[config.mk]
export PLATFORM = sky130hd
export DESIGN_NAME = radix_converter_base2_to_10_core
export DESIGN_NICKNAME = d
export VERILOG_FILES = /design/src/rbc_pkg.sv /design/src/radix_converter_base2_to_10_core.sv /design/src/rbc_front.sv /design/src/rbc_queue.sv /design/src/rbc_back.sv
export SDC_FILE = /design/constraint.sdc
export NUM_CORES = 2
export LEC_CHECK = 0
export BUFFER_PORTS_ARGS = -buffer_cell sky130_fd_sc_hd__buf_4
export CAP_MARGIN = 20
export CORE_UTILIZATION = 46
export CTS_BUF_LIST = sky130_fd_sc_hd__clkbuf_8
export CTS_CLUSTER_SIZE = 8
export DETAILED_ROUTE_END_ITERATION = 8
export GPL_TIMING_DRIVEN = 0
export PLACE_DENSITY_LB_ADDON = 0.12
export SLEW_MARGIN = 15
export SYNTH_ARGS = -nofsm -noshare
export SYNTH_HDL_FRONTEND = slang
export SYNTH_HIERARCHICAL = 1
export SYNTH_SLANG_ARGS = --single-unit
export TNS_END_PERCENT = 30
[constraint.sdc]
create_clock -name clk_i -period 28.4 [get_ports clk_i]
set_input_delay 4.26 -clock clk_i [delete_from_list [all_inputs] [get_ports clk_i]]
set_output_delay 4.26 -clock clk_i [all_outputs]
set_load 0.02 [all_outputs]
[src/rbc_pkg.sv]
// ----------------------------------------------------------------------------
// Radix converter package
// Item types, base limits and widths shared by the converter modules.
// ----------------------------------------------------------------------------
`default_nettype none

package rbc_pkg;

  // Fixed field widths
  localparam int unsigned NumberW = 64;
  localparam int unsigned BaseW   = 4;
  localparam int unsigned DigitW  = 4;

  // Accepted radix range
  localparam logic [BaseW-1:0] MinBase = 4'd2;
  localparam logic [BaseW-1:0] MaxBase = 4'd10;

  // Bits of the value consumed per divider cycle
  localparam int unsigned ChunkW = 8;

  // Request item
  typedef struct packed {
    logic [NumberW-1:0] number;
    logic [BaseW-1:0]   from_base;
    logic [BaseW-1:0]   to_base;
  } in_item_t;

  // Result item
  typedef struct packed {
    logic [DigitW-1:0] digit;
    logic              last;
    logic              error;
  } out_item_t;

  // Classified request handed from front to back
  typedef struct packed {
    logic [NumberW-1:0] number;
    logic [BaseW-1:0]   from_base;
    logic [BaseW-1:0]   to_base;
    logic               bad_base;
  } job_t;

endpackage

`default_nettype wire

[src/radix_converter_base2_to_10_core.sv]
// ----------------------------------------------------------------------------
// Radix converter core
// Converts a decimal-digit string read in a source radix to target-radix digits.
// ----------------------------------------------------------------------------
// Flow: the front register and the queue, then BCD decode of the number bits,
//   accumulation of the decimal digits, the divider once per output digit,
//   then per emitted digit a digit store read and an output load.
// The back end holds one request at a time; the divider runs a chunk per step.
// Reset: asynchronous, active low; clears control, leaves the digit store as is.
`default_nettype none

module radix_converter_base2_to_10_core #(
  parameter int unsigned NUMBER_BITS    = 64,
  parameter int unsigned MAX_OUT_DIGITS = 64
) (
  input  wire logic              clk_i,
  input  wire logic              rst_ni,
  input  wire logic              in_valid_i,
  output logic                   in_ready_o,
  input  wire rbc_pkg::in_item_t in_item_i,
  output logic                   out_valid_o,
  input  wire logic              out_ready_i,
  output rbc_pkg::out_item_t     out_item_o
);
  import rbc_pkg::*;

  logic front_valid, front_ready;
  job_t front_job;
  logic back_valid, back_ready;
  job_t back_job;

  // Accept and classify
  rbc_front u_front (
    .clk_i       (clk_i),
    .rst_ni      (rst_ni),
    .in_valid_i  (in_valid_i),
    .in_ready_o  (in_ready_o),
    .in_item_i   (in_item_i),
    .job_valid_o (front_valid),
    .job_ready_i (front_ready),
    .job_o       (front_job)
  );

  // Decouple front and back
  rbc_queue u_queue (
    .clk_i        (clk_i),
    .rst_ni       (rst_ni),
    .push_valid_i (front_valid),
    .push_ready_o (front_ready),
    .push_job_i   (front_job),
    .pop_valid_o  (back_valid),
    .pop_ready_i  (back_ready),
    .pop_job_o    (back_job)
  );

  // Convert and emit
  rbc_back #(
    .NUMBER_BITS    (NUMBER_BITS),
    .MAX_OUT_DIGITS (MAX_OUT_DIGITS)
  ) u_back (
    .clk_i       (clk_i),
    .rst_ni      (rst_ni),
    .job_valid_i (back_valid),
    .job_ready_o (back_ready),
    .job_i       (back_job),
    .out_valid_o (out_valid_o),
    .out_ready_i (out_ready_i),
    .out_item_o  (out_item_o)
  );

  // An error result is a lone zero digit that closes its request
  a_err_single: assert property (@(posedge clk_i) disable iff (!rst_ni)
    out_valid_o && out_item_o.error |-> out_item_o.last && (out_item_o.digit == '0))
    else $error("error result not a single closing zero digit");

  // Every emitted digit is below the largest supported radix
  a_digit_range: assert property (@(posedge clk_i) disable iff (!rst_ni)
    out_valid_o |-> (out_item_o.digit < MaxBase))
    else $error("emitted digit out of range");

endmodule

`default_nettype wire

[src/rbc_front.sv]
// ----------------------------------------------------------------------------
// Radix converter front end
// Accepts request items, checks both radixes and registers the classified job.
// ----------------------------------------------------------------------------
`default_nettype none

module rbc_front (
  input  wire logic             clk_i,
  input  wire logic             rst_ni,
  input  wire logic             in_valid_i,
  output logic                  in_ready_o,
  input  wire rbc_pkg::in_item_t in_item_i,
  output logic                  job_valid_o,
  input  wire logic             job_ready_i,
  output rbc_pkg::job_t         job_o
);
  import rbc_pkg::*;

  logic job_valid_q, job_valid_d;
  job_t job_q, job_d;
  logic accept;
  logic from_bad, to_bad;

  // Flag a radix outside the supported range
  assign from_bad = (in_item_i.from_base < MinBase) || (in_item_i.from_base > MaxBase);
  assign to_bad   = (in_item_i.to_base < MinBase) || (in_item_i.to_base > MaxBase);

  // Take a new item when the stage is empty or drains this cycle
  assign in_ready_o = !job_valid_q || job_ready_i;
  assign accept     = in_valid_i && in_ready_o;

  always_comb begin
    job_d       = job_q;
    job_valid_d = job_valid_q;
    if (accept) begin
      job_d.number    = in_item_i.number;
      job_d.from_base = in_item_i.from_base;
      job_d.to_base   = in_item_i.to_base;
      job_d.bad_base  = from_bad || to_bad;
      job_valid_d     = 1'b1;
    end else if (job_ready_i) begin
      job_valid_d = 1'b0;
    end
  end

  // Hold the classified job
  always_ff @(posedge clk_i or negedge rst_ni) begin
    if (!rst_ni) begin
      job_valid_q <= 1'b0;
      job_q       <= '0;
    end else begin
      job_valid_q <= job_valid_d;
      job_q       <= job_d;
    end
  end

  assign job_valid_o = job_valid_q;
  assign job_o       = job_q;

endmodule

`default_nettype wire

[src/rbc_queue.sv]
// ----------------------------------------------------------------------------
// Radix converter job queue
// Two-entry queue that lets the front and back ends stall independently.
// ----------------------------------------------------------------------------
`default_nettype none

module rbc_queue (
  input  wire logic          clk_i,
  input  wire logic          rst_ni,
  input  wire logic          push_valid_i,
  output logic               push_ready_o,
  input  wire rbc_pkg::job_t push_job_i,
  output logic               pop_valid_o,
  input  wire logic          pop_ready_i,
  output rbc_pkg::job_t      pop_job_o
);
  import rbc_pkg::*;

  localparam int unsigned Depth = 2;
  localparam int unsigned PtrW  = $clog2(Depth);
  localparam int unsigned FillW = $clog2(Depth + 1);

  job_t             entry_q [Depth];
  logic [PtrW-1:0]  wr_ptr_q, rd_ptr_q;
  logic [FillW-1:0] fill_q;
  logic             push, pop;

  assign push_ready_o = (fill_q != FillW'(Depth));
  assign pop_valid_o  = (fill_q != '0);
  assign push         = push_valid_i && push_ready_o;
  assign pop          = pop_valid_o && pop_ready_i;
  assign pop_job_o    = entry_q[rd_ptr_q];

  // Store pushed jobs
  always_ff @(posedge clk_i) begin
    if (push) begin
      entry_q[wr_ptr_q] <= push_job_i;
    end
  end

  // Advance pointers and fill level
  always_ff @(posedge clk_i or negedge rst_ni) begin
    if (!rst_ni) begin
      wr_ptr_q <= '0;
      rd_ptr_q <= '0;
      fill_q   <= '0;
    end else begin
      if (push) begin
        wr_ptr_q <= wr_ptr_q + PtrW'(1);
      end
      if (pop) begin
        rd_ptr_q <= rd_ptr_q + PtrW'(1);
      end
      if (push && !pop) begin
        fill_q <= fill_q + FillW'(1);
      end else if (pop && !push) begin
        fill_q <= fill_q - FillW'(1);
      end
    end
  end

endmodule

`default_nettype wire

[src/rbc_back.sv]
// ----------------------------------------------------------------------------
// Radix converter back end
// Decodes the decimal digit string, accumulates the source-radix value,
// divides it down by the target radix and emits digits most significant first.
// ----------------------------------------------------------------------------
`default_nettype none

module rbc_back #(
  parameter int unsigned NUMBER_BITS    = 64,
  parameter int unsigned MAX_OUT_DIGITS = 64
) (
  input  wire logic          clk_i,
  input  wire logic          rst_ni,
  input  wire logic          job_valid_i,
  output logic               job_ready_o,
  input  wire rbc_pkg::job_t job_i,
  output logic               out_valid_o,
  input  wire logic          out_ready_i,
  output rbc_pkg::out_item_t out_item_o
);
  import rbc_pkg::*;

  // Decimal digits needed for a NUMBER_BITS wide value
  localparam int unsigned DecDigits = (NUMBER_BITS * 30103) / 100000 + 1;
  localparam int unsigned BcdW      = DecDigits * DigitW;
  localparam int unsigned Chunks    = (NUMBER_BITS + ChunkW - 1) / ChunkW;
  localparam int unsigned DivW      = Chunks * ChunkW;
  localparam int unsigned StepW     = $clog2(NUMBER_BITS);
  localparam int unsigned IdxW      = $clog2(MAX_OUT_DIGITS);
  localparam int unsigned CntW      = $clog2(MAX_OUT_DIGITS + 1);

  typedef enum logic [2:0] {
    StIdle,
    StDabble,
    StAccum,
    StDivide,
    StEmitRd,
    StEmitWr,
    StErr
  } state_e;

  state_e                 state_q, state_d;
  logic [NUMBER_BITS-1:0] bin_q, bin_d;
  logic [BcdW-1:0]        bcd_q, bcd_d;
  logic [NUMBER_BITS-1:0] acc_q, acc_d;
  logic                   bad_q, bad_d;
  logic [DivW-1:0]        div_q, div_d;
  logic [DigitW-1:0]      rem_q, rem_d;
  logic [BaseW-1:0]       src_q, src_d;
  logic [BaseW-1:0]       dst_q, dst_d;
  logic [StepW-1:0]       step_q, step_d;
  logic [CntW-1:0]        count_q, count_d;
  logic [IdxW-1:0]        rd_idx_q, rd_idx_d;
  logic                   out_valid_q, out_valid_d;
  out_item_t              out_item_q, out_item_d;

  logic [DigitW-1:0]      store_mem [MAX_OUT_DIGITS];
  logic [DigitW-1:0]      rdata_q;
  logic                   wr_en, rd_en;

  logic [BcdW-1:0]          bcd_adj;
  logic [DigitW-1:0]        top_digit;
  logic [NUMBER_BITS+3:0]   prod;
  logic [NUMBER_BITS-1:0]   acc_next;
  logic [DivW-1:0]          div_next;
  logic [DigitW-1:0]        rem_next;
  logic                     out_free;

  // Add three to every BCD digit of five or more before the shift
  always_comb begin
    for (int i = 0; i < DecDigits; i++) begin
      if (bcd_q[i*DigitW +: DigitW] >= 4'd5) begin
        bcd_adj[i*DigitW +: DigitW] = bcd_q[i*DigitW +: DigitW] + 4'd3;
      end else begin
        bcd_adj[i*DigitW +: DigitW] = bcd_q[i*DigitW +: DigitW];
      end
    end
  end

  // Horner step: value times source radix plus next digit
  assign top_digit = bcd_q[BcdW-1 -: DigitW];
  assign prod      = {4'b0, acc_q} * {{NUMBER_BITS{1'b0}}, src_q};
  assign acc_next  = prod[NUMBER_BITS-1:0] + NUMBER_BITS'(top_digit);

  // Long division of one chunk by the target radix, a bit per step
  always_comb begin
    logic [DigitW:0]   r;
    logic [ChunkW-1:0] chunk;
    logic [ChunkW-1:0] qbits;
    r     = {1'b0, rem_q};
    chunk = div_q[DivW-1 -: ChunkW];
    qbits = '0;
    for (int b = ChunkW - 1; b >= 0; b--) begin
      r = {r[DigitW-1:0], chunk[b]};
      if (r >= {1'b0, dst_q}) begin
        r        = r - {1'b0, dst_q};
        qbits[b] = 1'b1;
      end
    end
    rem_next = r[DigitW-1:0];
    div_next = {div_q[DivW-ChunkW-1:0], qbits};
  end

  assign out_free = !out_valid_q || out_ready_i;
  assign rd_en    = (state_q == StEmitRd);

  // Sequence one job through decode, accumulate, divide and emit
  always_comb begin
    state_d     = state_q;
    bin_d       = bin_q;
    bcd_d       = bcd_q;
    acc_d       = acc_q;
    bad_d       = bad_q;
    div_d       = div_q;
    rem_d       = rem_q;
    src_d       = src_q;
    dst_d       = dst_q;
    step_d      = step_q;
    count_d     = count_q;
    rd_idx_d    = rd_idx_q;
    out_valid_d = out_valid_q && !out_ready_i;
    out_item_d  = out_item_q;
    wr_en       = 1'b0;
    job_ready_o = (state_q == StIdle);

    unique case (state_q)
      StIdle: begin
        if (job_valid_i) begin
          src_d  = job_i.from_base;
          dst_d  = job_i.to_base;
          bin_d  = job_i.number[NUMBER_BITS-1:0];
          bcd_d  = '0;
          step_d = '0;
          state_d = job_i.bad_base ? StErr : StDabble;
        end
      end
      StDabble: begin
        bcd_d  = {bcd_adj[BcdW-2:0], bin_q[NUMBER_BITS-1]};
        bin_d  = {bin_q[NUMBER_BITS-2:0], 1'b0};
        step_d = step_q + StepW'(1);
        if (step_q == StepW'(NUMBER_BITS - 1)) begin
          step_d  = '0;
          acc_d   = '0;
          bad_d   = 1'b0;
          state_d = StAccum;
        end
      end
      StAccum: begin
        acc_d  = acc_next;
        bad_d  = bad_q || (top_digit >= src_q);
        bcd_d  = {bcd_q[BcdW-DigitW-1:0], {DigitW{1'b0}}};
        step_d = step_q + StepW'(1);
        if (step_q == StepW'(DecDigits - 1)) begin
          step_d  = '0;
          div_d   = DivW'(acc_next);
          rem_d   = '0;
          count_d = '0;
          state_d = bad_d ? StErr : StDivide;
        end
      end
      StDivide: begin
        div_d  = div_next;
        rem_d  = rem_next;
        step_d = step_q + StepW'(1);
        if (step_q == StepW'(Chunks - 1)) begin
          wr_en   = 1'b1;
          count_d = count_q + CntW'(1);
          rem_d   = '0;
          step_d  = '0;
          if ((div_next == '0) || (count_d == CntW'(MAX_OUT_DIGITS))) begin
            rd_idx_d = count_q[IdxW-1:0];
            state_d  = StEmitRd;
          end
        end
      end
      StEmitRd: begin
        state_d = StEmitWr;
      end
      StEmitWr: begin
        if (out_free) begin
          out_valid_d      = 1'b1;
          out_item_d.digit = rdata_q;
          out_item_d.last  = (rd_idx_q == '0);
          out_item_d.error = 1'b0;
          if (rd_idx_q == '0) begin
            state_d = StIdle;
          end else begin
            rd_idx_d = rd_idx_q - IdxW'(1);
            state_d  = StEmitRd;
          end
        end
      end
      StErr: begin
        if (out_free) begin
          out_valid_d      = 1'b1;
          out_item_d.digit = '0;
          out_item_d.last  = 1'b1;
          out_item_d.error = 1'b1;
          state_d          = StIdle;
        end
      end
      default: begin
        state_d = StIdle;
      end
    endcase
  end

  // Hold state, datapath and the output register
  always_ff @(posedge clk_i or negedge rst_ni) begin
    if (!rst_ni) begin
      state_q     <= StIdle;
      bin_q       <= '0;
      bcd_q       <= '0;
      acc_q       <= '0;
      bad_q       <= 1'b0;
      div_q       <= '0;
      rem_q       <= '0;
      src_q       <= '0;
      dst_q       <= '0;
      step_q      <= '0;
      count_q     <= '0;
      rd_idx_q    <= '0;
      out_valid_q <= 1'b0;
      out_item_q  <= '0;
    end else begin
      state_q     <= state_d;
      bin_q       <= bin_d;
      bcd_q       <= bcd_d;
      acc_q       <= acc_d;
      bad_q       <= bad_d;
      div_q       <= div_d;
      rem_q       <= rem_d;
      src_q       <= src_d;
      dst_q       <= dst_d;
      step_q      <= step_d;
      count_q     <= count_d;
      rd_idx_q    <= rd_idx_d;
      out_valid_q <= out_valid_d;
      out_item_q  <= out_item_d;
    end
  end

  // Digit store: least significant digit at index zero
  always_ff @(posedge clk_i) begin
    if (wr_en) begin
      store_mem[count_q[IdxW-1:0]] <= rem_next;
    end
    if (rd_en) begin
      rdata_q <= store_mem[rd_idx_q];
    end
  end

  assign out_valid_o = out_valid_q;
  assign out_item_o  = out_item_q;

endmodule

`default_nettype wire

* Yosys cells after proc, flatten, opt, wreduce, memory -nomap -nowiden
Memories as Yosys holds them, arrays and structs flattened. A register that Yosys moved wholly into a read port is not among the register bits.
Cells that the tools add are included.
** Storage, ports and cells
- Register bits :: 392
- Bits in writable memories :: 402
- Bits of input ports :: 76
- Output and inout bits :: 8
- Logic and storage cells :: 245
- Memories kept :: 2
** Memories
- u_back.store_mem :: depth 64, width 4, read ports 1, clocked after Yosys merged registers in 1, write ports 1, line rbc_back.sv:57 : logic [DigitW-1:0] store_mem [MAX_OUT_DIGITS];
- u_queue.entry_q :: depth 2, width 73, read ports 1, clocked after Yosys merged registers in 0, write ports 1, line rbc_queue.sv:23 : job_t entry_q [Depth];
** Operators by class
- $add $sub $neg :: 36
- Multipliers :: 1
- Order comparisons :: 33
- Equality and inequality tests :: 19
- Muxes and demuxes :: 88
- Reductions and logical operators :: 42
** Operators with widths (count)
- $pmux 64 s2 :: 3
- $pmux 80 s3 :: 1
- $mux 64 :: 3
- $mux 4 :: 29
- $ge 4x3->1 const B :: 20
- $mux 80 :: 1
- $add 4x2->4 const B :: 19
- $add 64x4->64 :: 1
- $logic_not 64->1 :: 1
- $mul 64x4->64 :: 1
- $mux 6 :: 10
- $ge 5x4->1 :: 8
- $mux 3 :: 11
- $sub 4x4->4 :: 8
- $pmux 6 s2 :: 2
- $pmux 6 s4 :: 1
- $pmux 3 s7 :: 1
- $mux 1 :: 19
- $reduce_bool 2->1 :: 8
- $mux 7 :: 2
- $ne 2x1->1 const B :: 7
- $pmux 7 s2 :: 1
- $reduce_and 2->1 :: 6
- $eq 3x3->1 const B :: 3
- other kinds (31) :: 53

* Depth between registers and ports, before layout
- Depth after elaboration :: 21
- Gate-level depth with buffers :: 70
- Gate-level depth less buffers :: 67

* Modules after synthesis
Netlist, hierarchy kept.
** Modules (own cells, without submodules)
- rbc_back :: times used 1, cells each 3422, area an instance 35572.9 um^2, seq. area each 15665.0 um^2
- rbc_queue :: times used 1, cells each 245, area an instance 5709.2 um^2, seq. area each 4484.3 um^2
- rbc_front :: times used 1, cells each 164, area an instance 3085.5 um^2, seq. area each 1851.8 um^2

* Least setup slack after synthesis
OpenSTA, ideal clock, no wires.
- Kind :: register to register
- Start :: register u_back.dst_q[1]
- End :: memory u_back.store_mem[0][0], data pin
- Setup time :: 0.571 ns
- Data arrival time :: 14.437 ns
- Required time :: 27.829 ns
- Slack :: 13.392 ns
- Cell stages (with the launch flop) :: 66
- Buffers on the path :: 2
- Period minus slack after synthesis :: 15.008 ns
- Path through :: dfrtp_1 > inv_1 > ha_1 > nor2b_4 > o311ai_1 > a21boi_0 > a21oi_1 > inv_1 > ha_1 > a21oi_1 > a21boi_0 > nor2_1 > o31a_1 > buf_2 > mux2_2 > inv_1 > ha_1 > a21oi_1 > (+30 left out) > ha_1 > o21ai_0 > nand2b_1 > a21o_1 > a21oi_1 > inv_1 > a2111oi_4 > and2b_1 > a21oi_1 > ha_1 > o21ai_0 > nand2b_1 > a21o_1 > a21o_1 > or3_1 > o21ai_1 > mux2_4 > mux2i_1
** Between the ends
- Word-level cells in the longest chain between the ends :: 16
- Elaborated cells on any way between the ends :: 23
- Classes of those cells :: 7 x add/sub; 8 x order compare; 8 x mux
** RTL lines
- start: declaration :: line rbc_back.sv:50 : logic [BaseW-1:0] dst_q, dst_d;
- start signal: assignment :: line rbc_back.sv:234 : dst_q <= dst_d;
- $sub 4x4->4 / $ge 5x4->1 (equally long branches) :: line rbc_back.sv:96, rbc_back.sv:95
- $mux 4 :: line rbc_back.sv:95 : if (r >= {1'b0, dst_q}) begin
- $sub 4x4->4 / $ge 5x4->1 (equally long branches) :: line rbc_back.sv:96, rbc_back.sv:95
- $mux 4 :: line rbc_back.sv:95
- $sub 4x4->4 / $ge 5x4->1 (equally long branches) :: line rbc_back.sv:96, rbc_back.sv:95
- $mux 4 :: line rbc_back.sv:95
- $ge 5x4->1 / $sub 4x4->4 (equally long branches) :: line rbc_back.sv:95, rbc_back.sv:96
- $mux 4 :: line rbc_back.sv:95
- $sub 4x4->4 / $ge 5x4->1 (equally long branches) :: line rbc_back.sv:96, rbc_back.sv:95
- $mux 4 :: line rbc_back.sv:95
- $sub 4x4->4 / $ge 5x4->1 (equally long branches) :: line rbc_back.sv:96, rbc_back.sv:95
- $mux 4 :: line rbc_back.sv:95
- $sub 4x4->4 / $ge 5x4->1 (equally long branches) :: line rbc_back.sv:96, rbc_back.sv:95
- $mux 4 :: line rbc_back.sv:95
- $ge 5x4->1 * :: line rbc_back.sv:95
- $mux 4 * :: line rbc_back.sv:95
- named net u_back.rem_next[0] :: line rbc_back.sv:66 : logic [DigitW-1:0] rem_next;
- end: declaration :: line rbc_back.sv:57
The timed path passes the listed nets; every way through them passes the cells marked *.

* Worst setup path after layout
- Start :: register u_back.dst_q[1]
- End :: memory u_back.store_mem[31][0], data pin
Same word-level chain as after synthesis.

==> flow_summary.json <==
{
  "cts_setup_buffers": 0,
  "routedWlPerCell_um": 19.9,
  "drv_slew": 0,
  "outcome": "completed",
  "hpwl_mm": 78.1,
  "holdWs_ps": 470,
  "die_w_um": 313,
  "cts.clk_slew.worst_paths_ps": 60,
  "ys_top_cells_by_count": "nand2_1 (451), edfxtp_1 (406), dfrtp_1 (392)",
  "firstDrtPassIters": 5,
  "worstSetupPathType": "flop to flop",
  "holdBufCountCts": 0,
  "fin_skew_ps": 44.2,
  "grt_usage": 0.227,
  "synth_flop_cell": "edfxtp_1",
  "ant_nets": 0,
  "stdcell_area_um2": 49700,
  "final_layout_size_suffix_gt1_frac": 0.126,
  "grt_setup_unrepaired": "false",
  "num_rows": 113,
  "synth.area.top_cells": "edfxtp_1 (27%), dfrtp_1 (22%), fa_1 (5.9%)",
  "arrival_ps": 17070,
  "drt_wl_total_mm": 109,
  "cts_max_path_buffers": 3,
  "fmax_mhz": 60.9,
  "grt_pass1_wl_mm": 174,
  "max_stage_delay_ps": 720,
  "cp.required_ps": 29050,
  "yosysMostFrequentCell": "nand2_1",
  "cts_tree": "done",
  "via_count": 30200,
  "async_flop_share": 0.491,
  "grt_pass1_vias": 30600,
  "cpMaxStageDelayCell": "dfrtp_1",
  "antenna_found_initial": 6,
  "hold_viol": 0,
  "synth_top_cell_area_share": 0.275,
  "syn2layout_area_growth_pct": 12.0,
  "synth.largest_area_cell": "edfxtp_1",
  "syn-cell-area_um2": 44400,
  "cts_sinks": 798,
  "finalCritPeriodShare": 0.578,
  "via_per_inst": 5.54,
  "crit_path_frequent_cell": "a21oi_1",
  "dpl-instance-area_um2": 47000,
  "die_area_um2": 97700,
  "synth_edf_count": 406,
  "cts-htree-levels": 4,
  "slew_headroom": 0.288,
  "post_cts_resized": 0,
  "worst_pin_slew_ps": 1070,
  "max_cap_viol_count": 0,
  "root_buffer": "clkbuf_8",
  "ys_ff_latch": 798,
  "layout_min_cycle_time_ps": 16420,
  "synth_nets": 4246,
  "tns_ps": 0,
  "yosys_warnings": 6,
  "nNetsFinal": 4489,
  "yosysSeqAreaShare": 0.496,
  "ios": 84,
  "min_path_type": "flop to flop",
  "overflow": 0,
  "ys_types": 85,
  "setup_violations": 0,
  "netlist_instances": 3831,
  "drc": 0,
  "startpoint_type": "flop",
  "core_area_um2": 95300,
  "port-buffer-count": 83,
  "path_buf_inv": 9,
  "drt_iter0_markers": 2221,
  "cp-end-kind": "flop",
  "die_height_um": 313,
  "start_util": 0.466,
  "cp_max_fo": 20,
  "cts_inserted_buffers": 143,
  "insertion_delay_ps": 820,
  "crit_family": "compound AO/OA/AOI/OAI gates",
  "routabilityCongestion": 0.900,
  "grt_max_degree": 95,
  "syn_area_per_cell_um2": 11.6
}
## logic make-up (layout without fill, tap and decap cells)
family          Yosys count  count (layout)  share of synthesized area
fa+ha+maj               339             339                      0.118
compound gates          848             848                      0.123
xor+xnor                105             105                     0.0207
simple gates            992             992                      0.102
mux                     334             334                      0.102
buf+inv                 415             774                     0.0377
flops                   798             798                      0.496
other cells               0               1                          0
## layout make-up
cell class | count | area, um2
Fill cell | 8497 | 45600
Sequential cell | 798 | 22000
Multi-Input combinational cell | 2618 | 20700
Clock buffer | 159 | 2190
Tap cell | 1265 | 1580
Timing Repair Buffer | 98 | 987
Buffer | 195 | 847
Inverter | 220 | 826
Clock inverter | 102 | 523
Antenna cell | 1 | 2.50
## worst min-delay path, cell delays in order (launching register included)
cell and delay, ps:
dfrtp_1 340, nand2_1 50, o21ai_0 70
## layer usage
layer | track usage | wire length [um]
met1 | 0.326 | 51600
met2 | 0.356 | 50400
met3 | 0.0374 | 4780
met4 | 0.0616 | 2000
met5 | 0 | 13
## sequential cells by signal, summed over array words and instances (netlist names), 4 cells and up
register / cells
u_back/store_mem: 256
u_queue/entry_q: 146
u_back/bcd_q: 80
u_front/job_o: 73
u_back/acc_q: 64
u_back/bin_q: 64
u_back/div_q: 64
u_back/count_q: 7
u_back/out_item_o: 6
u_back/rd_idx_q: 6
u_back/step_q: 6
u_back/dst_q: 4
u_back/rdata_q: 4
u_back/rem_q: 4
u_back/src_q: 4
## layout by cell type (no fill, tap or decap), types with 17 or more instances in the layout
cell / instances
ha_1: 208
o221ai_1: 17
o21ai_0: 285
buf_1: 22
buf_4: 82
o22ai_1: 17
dfrtp_1: 392
a22o_1: 50
nor3_1: 54
mux4_2: 39
nor4_1: 20
a22oi_1: 117
clkbuf_1: 156
xnor2_1: 68
nand2b_1: 32
a32oi_1: 19
fa_1: 131
clkbuf_8: 159
nand2_1: 451
mux2_4: 134
and2_1: 78
nand4_1: 17
mux2i_1: 135
nand3_1: 28
a21o_1: 75
xor2_1: 37
inv_1: 269
edfxtp_1: 406
nor2_1: 205
mux2_2: 23
nor2b_1: 40
a21oi_1: 162
clkinv_1: 27
## stage by stage
step	worst slack, ps	cells	util
detailed placement	12030	5193	0.493
CTS	11920	5454	0.521
finish	11980	5456	0.521
floorplan	13390	3831	-
global route	10550	5456	0.521
global placement	8460	5179	0.489
## worst paths after layout
kind | from | slack [ps] | depth (start not counted) | end
max in group asynchronous | rst_ni | 23590 | 3 | u_back/acc_q[21]
setup / recovery | u_back/dst_q[1] | 11980 | 68 | u_back/store_mem[31][0]
hold / removal | u_back/bin_q[2] | 470 | 2 | u_back/bin_q[3]
min in group asynchronous | rst_ni | 3430 | 1 | u_front/job_o[51]
setup reg to reg | u_back/dst_q[1] | 11980 | 68 | u_back/store_mem[31][0]
hold reg to reg | u_back/bin_q[2] | 470 | 2 | u_back/bin_q[3]
Power is left out: the tool's default activity adds up to more than one toggle a clock period on the data nets, which glitch-free logic cannot reach.
